## src/rtl/core/aps_pkg.sv

```systemverilog
package aps_pkg;

    // Microprogram counter width: the program has fewer than 32 words.
    localparam int PC_W = 5;

    typedef logic [PC_W-1:0] t_pc;

    // Datapath micro-operations, one per control word.
    typedef enum logic [3:0] {
        U_NOP,
        U_MUL_RATE,
        U_MUL_SPEED,
        U_MUL_DECAY,
        U_MUL_DIFF,
        U_UPD,
        U_ADD_FRAME,
        U_SUB_WEIGHT,
        U_WRAP,
        U_COMMIT_FRAME,
        U_CHECK_END,
        U_DIFF,
        U_ONCE_TEST,
        U_PART_SPLIT,
        U_PART_JOIN,
        U_CLAMP
    } t_uop;

    // Sequencing field of a control word.
    typedef enum logic [2:0] {
        J_NEXT,
        J_GOTO,
        J_GOTO_IF,
        J_END,
        J_END_IF
    } t_jump;

    typedef struct packed {
        t_uop  op;
        t_jump jmp;
        t_pc   target;
    } t_uword;

    // Start command from the top level to the sequencer.
    typedef struct packed {
        logic       start;
        logic       skip;
        logic [3:0] mode;
    } t_seq_cmd;

    // Control from the sequencer to the datapath.
    typedef struct packed {
        t_uop op;
        logic fin;
    } t_seq_ctl;

    typedef enum logic [1:0] {
        S_IDLE,
        S_RUN,
        S_POST
    } t_state;

    // Update modes.
    localparam logic [3:0] MODE_IDLE         = 4'd0;
    localparam logic [3:0] MODE_LEGACY_LOOP  = 4'd1;
    localparam logic [3:0] MODE_LEGACY_ONCE  = 4'd2;
    localparam logic [3:0] MODE_LEGACY_MORPH = 4'd3;
    localparam logic [3:0] MODE_DIRECT_LOOP  = 4'd4;
    localparam logic [3:0] MODE_DIRECT_PART  = 4'd5;
    localparam logic [3:0] MODE_DIRECT_ONCE  = 4'd6;
    localparam logic [3:0] MODE_DIRECT_MORPH = 4'd7;
    localparam logic [3:0] MODE_TAPER_MORPH  = 4'd8;

    // Pose effects.
    localparam logic [2:0] EFF_NONE            = 3'd0;
    localparam logic [2:0] EFF_LEGACY_SAMPLE   = 3'd1;
    localparam logic [2:0] EFF_LEGACY_BLEND    = 3'd2;
    localparam logic [2:0] EFF_DIRECT_SAMPLE   = 3'd3;
    localparam logic [2:0] EFF_DIRECT_TERMINAL = 3'd4;
    localparam logic [2:0] EFF_LINEAR_BLEND    = 3'd5;
    localparam logic [2:0] EFF_TAPER_BLEND     = 3'd6;

    // Configuration register indexes.
    localparam logic [2:0] CFG_LEGACY_SCALE = 3'd0;
    localparam logic [2:0] CFG_DIRECT_SCALE = 3'd1;
    localparam logic [2:0] CFG_TAPER_SCALE  = 3'd2;
    localparam logic [2:0] CFG_ZERO_LEVEL   = 3'd3;
    localparam logic [2:0] CFG_TAPER_ZERO   = 3'd4;

    // Animation kind thresholds for the mode that follows a morph.
    localparam logic [7:0] KIND_LOOP_LIMIT = 8'd2;
    localparam logic [7:0] KIND_PART_LIMIT = 8'd4;

    localparam logic signed [31:0] Q_MAX = 32'sh7FFF_FFFF;
    localparam logic signed [31:0] Q_MIN = 32'sh8000_0000;

endpackage

```

## src/rtl/core/aps_seq.sv

```systemverilog
module aps_seq (
    input  logic              i_clk,
    input  logic              i_rst_n,
    input  aps_pkg::t_seq_cmd i_cmd,
    input  logic              i_cond,
    output aps_pkg::t_seq_ctl o_ctl
);

    // Program entry points.
    localparam aps_pkg::t_pc A_SKIP   = aps_pkg::t_pc'(0);
    localparam aps_pkg::t_pc A_LOOP   = aps_pkg::t_pc'(1);
    localparam aps_pkg::t_pc A_WRAP   = aps_pkg::t_pc'(5);
    localparam aps_pkg::t_pc A_COMMIT = aps_pkg::t_pc'(6);
    localparam aps_pkg::t_pc A_ONCE   = aps_pkg::t_pc'(7);
    localparam aps_pkg::t_pc A_PART   = aps_pkg::t_pc'(16);
    localparam aps_pkg::t_pc A_MORPH  = aps_pkg::t_pc'(22);

    aps_pkg::t_pc   r_pc;
    aps_pkg::t_pc   n_pc;
    logic           r_run;
    logic           n_run;
    logic           fin;
    aps_pkg::t_uword word;

    function automatic aps_pkg::t_uword uw(input aps_pkg::t_uop op,
                                           input aps_pkg::t_jump jmp,
                                           input aps_pkg::t_pc target);
        aps_pkg::t_uword w;
        w.op     = op;
        w.jmp    = jmp;
        w.target = target;
        return w;
    endfunction

    // Microprogram store: one control word per step.
    function automatic aps_pkg::t_uword rom(input aps_pkg::t_pc pc);
        aps_pkg::t_uword w;
        unique case (pc)
            // Idle or undefined mode, load, or a rate that is not positive.
            aps_pkg::t_pc'(0):  w = uw(aps_pkg::U_NOP,          aps_pkg::J_END,     A_SKIP);
            // Full loop.
            aps_pkg::t_pc'(1):  w = uw(aps_pkg::U_MUL_RATE,     aps_pkg::J_NEXT,    A_SKIP);
            aps_pkg::t_pc'(2):  w = uw(aps_pkg::U_UPD,          aps_pkg::J_NEXT,    A_SKIP);
            aps_pkg::t_pc'(3):  w = uw(aps_pkg::U_MUL_SPEED,    aps_pkg::J_NEXT,    A_SKIP);
            aps_pkg::t_pc'(4):  w = uw(aps_pkg::U_ADD_FRAME,    aps_pkg::J_NEXT,    A_SKIP);
            aps_pkg::t_pc'(5):  w = uw(aps_pkg::U_WRAP,         aps_pkg::J_NEXT,    A_SKIP);
            aps_pkg::t_pc'(6):  w = uw(aps_pkg::U_COMMIT_FRAME, aps_pkg::J_END,     A_SKIP);
            // Play once.
            aps_pkg::t_pc'(7):  w = uw(aps_pkg::U_CHECK_END,    aps_pkg::J_END_IF,  A_SKIP);
            aps_pkg::t_pc'(8):  w = uw(aps_pkg::U_MUL_RATE,     aps_pkg::J_NEXT,    A_SKIP);
            aps_pkg::t_pc'(9):  w = uw(aps_pkg::U_UPD,          aps_pkg::J_NEXT,    A_SKIP);
            aps_pkg::t_pc'(10): w = uw(aps_pkg::U_MUL_SPEED,    aps_pkg::J_NEXT,    A_SKIP);
            aps_pkg::t_pc'(11): w = uw(aps_pkg::U_ADD_FRAME,    aps_pkg::J_NEXT,    A_SKIP);
            aps_pkg::t_pc'(12): w = uw(aps_pkg::U_DIFF,         aps_pkg::J_NEXT,    A_SKIP);
            aps_pkg::t_pc'(13): w = uw(aps_pkg::U_MUL_DIFF,     aps_pkg::J_NEXT,    A_SKIP);
            aps_pkg::t_pc'(14): w = uw(aps_pkg::U_ONCE_TEST,    aps_pkg::J_GOTO_IF, A_COMMIT);
            aps_pkg::t_pc'(15): w = uw(aps_pkg::U_NOP,          aps_pkg::J_GOTO,    A_WRAP);
            // Partial loop.
            aps_pkg::t_pc'(16): w = uw(aps_pkg::U_MUL_RATE,     aps_pkg::J_NEXT,    A_SKIP);
            aps_pkg::t_pc'(17): w = uw(aps_pkg::U_UPD,          aps_pkg::J_NEXT,    A_SKIP);
            aps_pkg::t_pc'(18): w = uw(aps_pkg::U_MUL_SPEED,    aps_pkg::J_NEXT,    A_SKIP);
            aps_pkg::t_pc'(19): w = uw(aps_pkg::U_ADD_FRAME,    aps_pkg::J_NEXT,    A_SKIP);
            aps_pkg::t_pc'(20): w = uw(aps_pkg::U_PART_SPLIT,   aps_pkg::J_NEXT,    A_SKIP);
            aps_pkg::t_pc'(21): w = uw(aps_pkg::U_PART_JOIN,    aps_pkg::J_GOTO,    A_COMMIT);
            // Morph weight decay.
            aps_pkg::t_pc'(22): w = uw(aps_pkg::U_MUL_RATE,     aps_pkg::J_NEXT,    A_SKIP);
            aps_pkg::t_pc'(23): w = uw(aps_pkg::U_UPD,          aps_pkg::J_NEXT,    A_SKIP);
            aps_pkg::t_pc'(24): w = uw(aps_pkg::U_MUL_DECAY,    aps_pkg::J_NEXT,    A_SKIP);
            aps_pkg::t_pc'(25): w = uw(aps_pkg::U_SUB_WEIGHT,   aps_pkg::J_NEXT,    A_SKIP);
            aps_pkg::t_pc'(26): w = uw(aps_pkg::U_CLAMP,        aps_pkg::J_END,     A_SKIP);
            default:            w = uw(aps_pkg::U_NOP,          aps_pkg::J_END,     A_SKIP);
        endcase
        return w;
    endfunction

    // Dispatch on the update mode.
    function automatic aps_pkg::t_pc entry(input logic [3:0] mode);
        aps_pkg::t_pc pc;
        unique case (mode)
            aps_pkg::MODE_LEGACY_LOOP,
            aps_pkg::MODE_DIRECT_LOOP:  pc = A_LOOP;
            aps_pkg::MODE_LEGACY_ONCE,
            aps_pkg::MODE_DIRECT_ONCE:  pc = A_ONCE;
            aps_pkg::MODE_DIRECT_PART:  pc = A_PART;
            aps_pkg::MODE_LEGACY_MORPH,
            aps_pkg::MODE_DIRECT_MORPH,
            aps_pkg::MODE_TAPER_MORPH:  pc = A_MORPH;
            default:                    pc = A_SKIP;
        endcase
        return pc;
    endfunction

    // Next step and end of program.
    always_comb begin
        word  = rom(r_pc);
        n_pc  = r_pc;
        n_run = r_run;
        fin   = 1'b0;
        if (r_run) begin
            unique case (word.jmp)
                aps_pkg::J_NEXT:    n_pc = r_pc + aps_pkg::t_pc'(1);
                aps_pkg::J_GOTO:    n_pc = word.target;
                aps_pkg::J_GOTO_IF: n_pc = i_cond ? word.target : r_pc + aps_pkg::t_pc'(1);
                aps_pkg::J_END:     fin  = 1'b1;
                aps_pkg::J_END_IF: begin
                    if (i_cond) begin
                        fin = 1'b1;
                    end else begin
                        n_pc = r_pc + aps_pkg::t_pc'(1);
                    end
                end
                default:            fin  = 1'b1;
            endcase
            if (fin) begin
                n_run = 1'b0;
            end
        end
        if (i_cmd.start) begin
            n_pc  = i_cmd.skip ? A_SKIP : entry(i_cmd.mode);
            n_run = 1'b1;
        end
    end

    // Step counter.
    always_ff @(posedge i_clk) begin
        if (!i_rst_n) begin
            r_pc  <= A_SKIP;
            r_run <= 1'b0;
        end else begin
            r_pc  <= n_pc;
            r_run <= n_run;
        end
    end

    assign o_ctl.op  = r_run ? word.op : aps_pkg::U_NOP;
    assign o_ctl.fin = fin;

endmodule

```

## config.mk

```make
export PLATFORM = sky130hd
export DESIGN_NAME = aps_seq
export DESIGN_NICKNAME = d
export VERILOG_FILES = /design/src/rtl/core/aps_pkg.sv /design/src/rtl/core/aps_seq.sv
export SDC_FILE = /design/constraint.sdc
export NUM_CORES = 1
export LEC_CHECK = 0
export ABC_AREA = 1
export BUFFER_PORTS_ARGS = -buffer_cell sky130_fd_sc_hd__buf_2
export CORE_MARGIN = 4
export CORE_UTILIZATION = 39
export DETAILED_ROUTE_END_ITERATION = 6
export GPL_TIMING_DRIVEN = 0
export PLACE_DENSITY = 0.63
export SLEW_MARGIN = 25
export SYNTH_ARGS = -nofsm -noshare
export SYNTH_HDL_FRONTEND = slang
export SYNTH_SLANG_ARGS = --single-unit
export TNS_END_PERCENT = 5
```

## constraint.sdc

```tcl
create_clock -name i_clk -period 3.03 [get_ports i_clk]
set_input_delay 0 -clock i_clk [delete_from_list [all_inputs] [get_ports i_clk]]
set_output_delay 0 -clock i_clk [all_outputs]
set_load 0.05 [all_outputs]
```

==> metrics.md, run 1 <==
| Metric | Value |
|---|---|
| Status | finished, final reports clean |
| PortBufs | 12 |
| Crit-path cells | nand2_1, nand2_2, nand2_2, nand2_2, nand2_2, inv_2, nand2_1, nand2_1, nand2_1, ha_1, inv_1, nand3_1, nand2_1, nor2_1, nor2_1, nand2_1 |
| Async SR Flop Fraction | 0% |
| DRC | 0 |
| Post-DRT Antenna Nets | 0 |
| Avg WL per Cell | 10.0 um |
| Critical path's slowest cell | dfxtp_1 |
| DP HPWL | 2.08 mm |
| Deepest clock path buffer count | 2 |
| Count of flip-flops with a built-in enable after synthesis | 0 |
| CTS tree | yes |
| DIE WIDTH | 65.2 um |
| Synth-to-layout area growth | 11.9% |
| Clk pwr share | 26.7% |
| Critical Path AT | 2280 ps |
| Sequential share of the synthesized area | 25.1% |
| Kind of critical path | reg -> reg |
| Slew @ Worst Pin | 387 ps |
| Max Clk Rate | 478 MHz |
| Postcts setup bufs | 0 |
| Sw frac | 33.4% |
| Hold Path Depth | 3 |
| Largest net degree at the start of global routing | 11 |
| Reg clk slew, reported paths | 90 ps |
| Synthesis Warnings | 0 |
| TritonRoute pass-1 iters | 4 |
| Post-Route WL | 2.56 mm |
| CP Max Fanout | 6 |
| Syn Std Cell Area | 1270 um2 |
| Flop-to-flop setup slack | 940 ps |
| Via/cell ratio | 4.62 |
| First-iteration detailed-routing DRC count | 42 |
| First-pass GRT wire length | 4.73 mm |
| Int Pwr | 0.343 mW |
| Worst path required time | 3210 ps |
| Clock sinks | 16 |
| Setup_tns | 0 ps |
| Worst rel slew slack | 74.2% |
| Post-route insts no fill | 255 |
| Reg power frac | 45.2% |
| Fin crit share | 69.0% |
| Fillcell total | 323 |
| Cell Count Post-Placement | 251 |
| Clk Latency, worst-skew pair | 280 ps |
| Worst setup EP type | register |
| Minimum clock period | 2090 ps |
| Die area | 4250 um2 |
| GRT Overall Usage | 13.8% |
| Static Leak | 0.817 nW |
| Yosys cell types | 24 |
| I/O pins | 14 |
| Ranking of synthesized cells by area | dfxtp_1, nand2_1, nand3_1 |
| Global-route congestion overflow total | 0 |
| Crit-path most repeated cell | nand2_1 |
| Critical Path Source Type | register |
| Layout cell share with drive strength beyond 1 | 21.8% |
| Commonest cells in the netlist | nand2_1, nand3_1, inv_1 |
| Reg2reg path depth | 16 |
| CTS buffer count | 3 |
| Psw | 0.172 mW |
| Fin. Hold Viols | 0 |
| Die height | 65.2 um |
| CTS Root Cell | clkbuf_4 |
| RSZ-0062 raised after global routing | no |
| Syn nets | 213 |
| Tightest Hold Check Type | in -> reg |
| Std cell rows | 20 |
| Post-CTS Hold Fix Bufs | 0 |
| Critical path's largest stage delay | 360 ps |
| Vias in the first global route | 1123 |
| Combinational power share | 28.1% |
| Initial Util | 41.4% |
| Max-cap violations | 0 |
| Synthesized flop and latch total | 16 |
| Largest area contributor in the synthesized netlist | dfxtp_1 |
| Pins Over Slew Limit | 0 |
| Vias | 1178 |
| Mapped Avg Cell Area | 6.54 um2 |
| Peak supply drop | 121 uV |
| Final weighted congestion in routability-driven placement | 0.807 |
| Pwr per Cell Area | 361 nW/um2 |
| Ant. Diodes | 0 |
| Antenna violations before repair | 0 |
| Core area | 3080 um2 |
| H-tree depth | 1 |
| Final net count | 230 |
| Gate Count Post-Synth | 195 |
| PostCTS Resize Cnt | 0 |
| Ys flop type | dfxtp_1 |
| Synth top area share | 25.1% |
| # setup viols final | 0 |
| Clock skew | 2.62 ps |
| Top-count cell post-synth | nand2_1 |
==> cells by family (layout without fill, tap and decap cells) <==
family                   after synthesis  in the layout  share of synthesized area, %
buffers and inverters                 34             50                          11.0
AND/OR/NAND/NOR                      124            124                          49.2
XOR/XNOR                               3              3                          2.06
adder cells (fa/ha/maj)                9              9                          8.83
flip-flops                            16             16                          25.1
AO/OA/AOI/OAI                          9              9                          3.83
==> critical path, delay by kind of cell (launching register included) <==
family,cells,cell delay [ps]
fa+ha+maj,1,290
buf+inv,2,200
simple gates,13,1150
flops,1,360
==> placed cells by master (no fill, tap or decap) <==
cell / synthesis / routed
xor2_1: 2 / 2
clkbuf_4: 0 / 3
o21ai_1: 3 / 3
o21ai_2: 1 / 1
a21oi_1: 3 / 3
nor3_1: 2 / 2
clkbuf_8: 0 / 1
buf_1: 1 / 1
o21ai_0: 2 / 2
nor2_1: 12 / 12
inv_6: 1 / 1
inv_2: 2 / 2
nand4_1: 1 / 1
nand2_4: 6 / 6
inv_1: 28 / 28
nand3_2: 3 / 3
buf_2: 0 / 12
ha_1: 9 / 9
nand2_2: 13 / 13
nor3_2: 1 / 1
buf_4: 2 / 2
dfxtp_1: 16 / 16
xnor2_1: 1 / 1
nand3b_1: 2 / 2
nand3_1: 31 / 31
nor2_4: 1 / 1
nand2_1: 52 / 52
==> worst paths after layout <==
kind | end | start
worst max-delay path | word[9] | word[6]
worst min-delay path | r_pc[1] | i_rst_n
worst max register to register | word[9] | word[6]
worst min register to register | word[7] | r_pc[1]
==> per-stage QoR <==
| step | worst slack (ps) | hold slack (ps) | cell area, um2 | utilization, % | power [mW] |
|---|---|---|---|---|---|
| after global placement | 956 | 414 | 1390 | 45.2 | 0.383 |
| after global routing | 626 | 132 | 1430 | 46.3 | 0.555 |
| after detailed placement | 959 | 410 | 1390 | 45.2 | 0.383 |
| final | 939 | 111 | 1430 | 46.3 | 0.515 |
| after floorplan | 1260 | 327 | 1270 | - | 0.351 |
| after CTS | 944 | 115 | 1430 | 46.3 | 0.518 |
==> power groups by stage <==
stage               Sequential [mW]  Combinational [mW]  Clock, mW
detailed placement            0.237               0.146          0
global route                  0.235               0.168      0.152
global placement              0.237               0.145          0
floorplan                     0.235               0.116          0
CTS                           0.233               0.146      0.140
finish                        0.233               0.145      0.138
==> cell type report <==
class | instances | area, um2 | share of cell area (%)
Tap cell | 44 | 55.1 | 3.86
Sequential cell | 16 | 320 | 22.5
Buffer | 3 | 18.8 | 1.32
Clock buffer | 4 | 36.3 | 2.54
Timing Repair Buffer | 12 | 60.1 | 4.21
Inverter | 31 | 121 | 8.51
Multi-Input combinational cell | 145 | 815 | 57.1
==> state kept, by name (all words and copies together) (netlist names) <==
name   cells
r_run      1
word      10
r_pc       5
==> metal layers <==
layer / part of all wire [%] / global-route usage, % / vias to the layer above
met5: 0 / 0 / -
met4: 2.1 / 6.22 / 0
met3: 5.0 / 1.03 / 5
met2: 45 / 22.9 / 25
met1: 48 / 18.3 / 505
li1: - / - / 643
Power figures use the tool's default switching activity.
==> run 2: changes to the inputs <==
--- a/config.mk
+++ b/config.mk
@@ -11,7 +11,7 @@
 export CORE_UTILIZATION = 39
 export DETAILED_ROUTE_END_ITERATION = 6
 export GPL_TIMING_DRIVEN = 0
-export PLACE_DENSITY = 0.63
+export PLACE_DENSITY = 0.65
 export SLEW_MARGIN = 25
 export SYNTH_ARGS = -nofsm -noshare
 export SYNTH_HDL_FRONTEND = slang
==> constraint.sdc (replaced) <==
create_clock -name i_clk -period 1.79 [get_ports i_clk]
set_input_delay 0 -clock i_clk [delete_from_list [all_inputs] [get_ports i_clk]]
set_output_delay 0 -clock i_clk [all_outputs]
set_load 0.05 [all_outputs]
==> run 2 against run 1 <==
The run now ends with setup timing left. Sequential cell count did not move. Maximum frequency rose by 15%. Utilization rose by 11 points. Count of clock-buffer cells in the layout did not move. Clock power rose by 72%. Final cell count rose by 8.2%. Hold slack improved by 47 ps. Largest cell class unchanged. Highest routed layer unchanged.
==> metrics.md, run 2 (same netlist as run 1, synthesis figures left out) <==
| Metric | Value |
|---|---|
| Status | complete, but fails checks |
| Failing checks | setup timing |
| Slew @ Worst Pin | 705 ps (+318 ps) |
| # setup viols final | 4 (+4) |
| GRT Overall Usage | 15.3% (+1.4 points) |
| Most frequent cells in the layout | nand2_1, nand3_1, inv_1 |
| Layout cell share with drive strength beyond 1 | 44.0% (+22 points) |
| Vias | 1313 (+11%) |
| Placed cell area | 1390 um2 (unchanged) |
| Initial Util | 41.4% (unchanged) |
| CTS buffer count | 3 (unchanged) |
| Critical path's slowest cell | dfxtp_2 |
| Worst setup EP type | register |
| Hold Startpoint | i_rst_n |
| Crit-path cells | nor2_1, nand2_1, nand2_4, nand3_4, nand2_2, nand2_2, nand2_4, nand2_8, ha_4, nand3_2, nand2_2, nor2_2, nor2_1, nand2_1 |
| Most common cell after layout, fill and taps aside | nand2_1 |
| Max Clk Rate | 551 MHz (+15%) |
| Hold slack | 157 ps (+46.6 ps) |
| Clock sinks | 16 (unchanged) |
| Antenna violations before repair | 0 (unchanged) |
| Ant. Diodes | 0 (unchanged) |
| Pwr Total | 1.02 mW (+97%) |
| DRC | 0 (unchanged) |
| Critical Path Source Type | register |
| Crit. path cell count | 14 (-2) |
| Hold Path Depth | 3 (unchanged) |
| Largest net degree at the start of global routing | 11 (unchanged) |
| Max reg flops | 10 (unchanged) |
| H-tree depth | 1 (unchanged) |
| Via/cell ratio | 4.76 (+3.0%) |
| CTS tree | yes |
| Worst rel slew slack | 53.0% (-21 points) |
| Hold Path End | r_pc[2] |
| Static Leak | 0.942 nW (+15%) |
| Reg2reg end | word[9] |
| Final net count | 251 (+9.1%) |
| PortBufs | 12 (unchanged) |
| Design area | 1780 um2 (+24%) |
| Std cell rows | 20 (unchanged) |
| Reg clk slew, reported paths | 90 ps (about the same) |
| Critical Path AT | 2010 ps (-270 ps) |
| Worst Setup Slack, final | -26.2 ps (-965 ps) |
| WP buf/inv | 0 (-2) |
| Die area | 4250 um2 (unchanged) |
| Clock skew | 0.575 ps (-2.05 ps) |
| RSZ-0062 raised after global routing | yes |
| Vias in the first global route | 1245 (+11%) |
| Core area | 3080 um2 (unchanged) |
| Finished Core Util | 57.7% (+11 points) |
| Minimum clock period | 1820 ps (-275 ps) |
| Die height | 65.2 um (unchanged) |
| Clk Latency, worst-skew pair | 280 ps (about the same) |
| CTS Root Cell | clkbuf_4 |
| DIE WIDTH | 65.2 um (unchanged) |
| Crit-path most repeated cell | nand2_2 |
| Reg2reg path depth | 14 (-2) |
| Global-route congestion overflow total | 0 (unchanged) |
| Fin. Hold Viols | 0 (unchanged) |
| Pins Over Slew Limit | 0 (unchanged) |
| First-pass GRT wire length | 5.17 mm (+9.4%) |
| Final weighted congestion in routability-driven placement | 0.840 (+4.0%) |
| Flop-to-flop setup slack | -30 ps (-970 ps) |
| Setup Slack @ Placement | -288 ps (-1250 ps) |
| Pwr per Cell Area | 573 nW/um2 (+59%) |
| Worst path required time | 1980 ps (-1230 ps) |
| Avg WL per Cell | 11.4 um (+14%) |
| First-iteration detailed-routing DRC count | 56 (+33%) |
| Cell family contributing the most delay on the critical path | simple AND/OR/NAND/NOR gates |
| Tightest Hold Check Type | in -> reg |
| Fin crit share | 101% (+32 points) |
| Synth-to-layout area growth | 39.3% |
| Peak supply drop | 185 uV (+53%) |
| I/O pins | 14 (unchanged) |
| Deepest clock path buffer count | 2 (unchanged) |
| TritonRoute pass-1 iters | 4 (unchanged) |
| Kind of critical path | reg -> reg |
| Critical path's largest stage delay | 340 ps (-20 ps) |
| Post-DRT Antenna Nets | 0 (unchanged) |
| Reg-to-reg startpoint | word[6] |
| DP HPWL | 2.08 mm (about the same) |
| CP Max Fanout | 6 (unchanged) |
| Post-Route WL | 3.16 mm (+23%) |
| Max-cap violations | 0 (unchanged) |
==> run 2: cell count changes in the layout (fill, tap and decap cells not counted), moves of 3 or more <==
cell     change
ha_1         -5
dfxtp_2      +4
inv_4        +3
nand3_1      -6
dfxtp_1      -4
nand3_2      +4
nand2_4      +8
ha_2         +3
nand2_1     -11
nor2_1       -3
buf_4       +20
inv_1        -5
==> run 2: final cells by class <==
cell class                 count  area [um2]
sequential                    16         325
timing repair buffer          33         221
inverter                      31         129
buffer                         3        18.8
tap                           44        55.1
fill                         308        1300
clock buffer                   4        36.3
multi-input combinational    145         990
==> run 2: repair_timing <==
action	in CTS	in global routing
hold buffers	0	0
pin swaps	13	19
resized for setup	23	31
endpoints found under the setup margin	9	10
gates cloned	0	0
buffers inserted	12	9
==> run 2: stage by stage <==
stage | TNS, ps | std cells
2_1_floorplan | 0 | 195
3_3_place_gp | -2000 | 251
3_5_place_dp | -2110 | 251
4_1_cts | -104 | 267
5_1_grt | -1160 | 276
6_report | -70.1 | 276
==> run 2: routing by layer <==
metal / share of wire, % / wire [um] / up-vias / track usage, %
met5: 0 / 0 / - / 0
met4: 2.1 / 65 / 0 / 6.99
met3: 4.5 / 142 / 7 / 2.56
met2: 51 / 1600 / 35 / 25.9
met1: 43 / 1350 / 586 / 18.8
li1: - / - / 685 / -
==> run 2: worst max path at each step <==
stage                  from        to
floorplan           word[6]   word[9]
global placement    word[6]   word[9]
detailed placement  word[5]   word[5]
CTS                 word[6]  word[10]
global route        word[5]   word[9]
finish              word[6]   word[9]
==> run 2: power breakdown <==
part / internal, mW / switching, mW / leakage, nW
sequential: 0.379 / 0.0201 / 0.131
combinational: 0.154 / 0.226 / 0.791
clock: 0.124 / 0.114 / 0.0210
total: 0.657 / 0.360 / 0.942
==> run 2: worst reg2reg max path: cells and delay by family, from the launching register on <==
family,cells,cell delay (ps)
and+or+nand+nor,13,1060
DFF,1,340
adders and majority gates,1,310
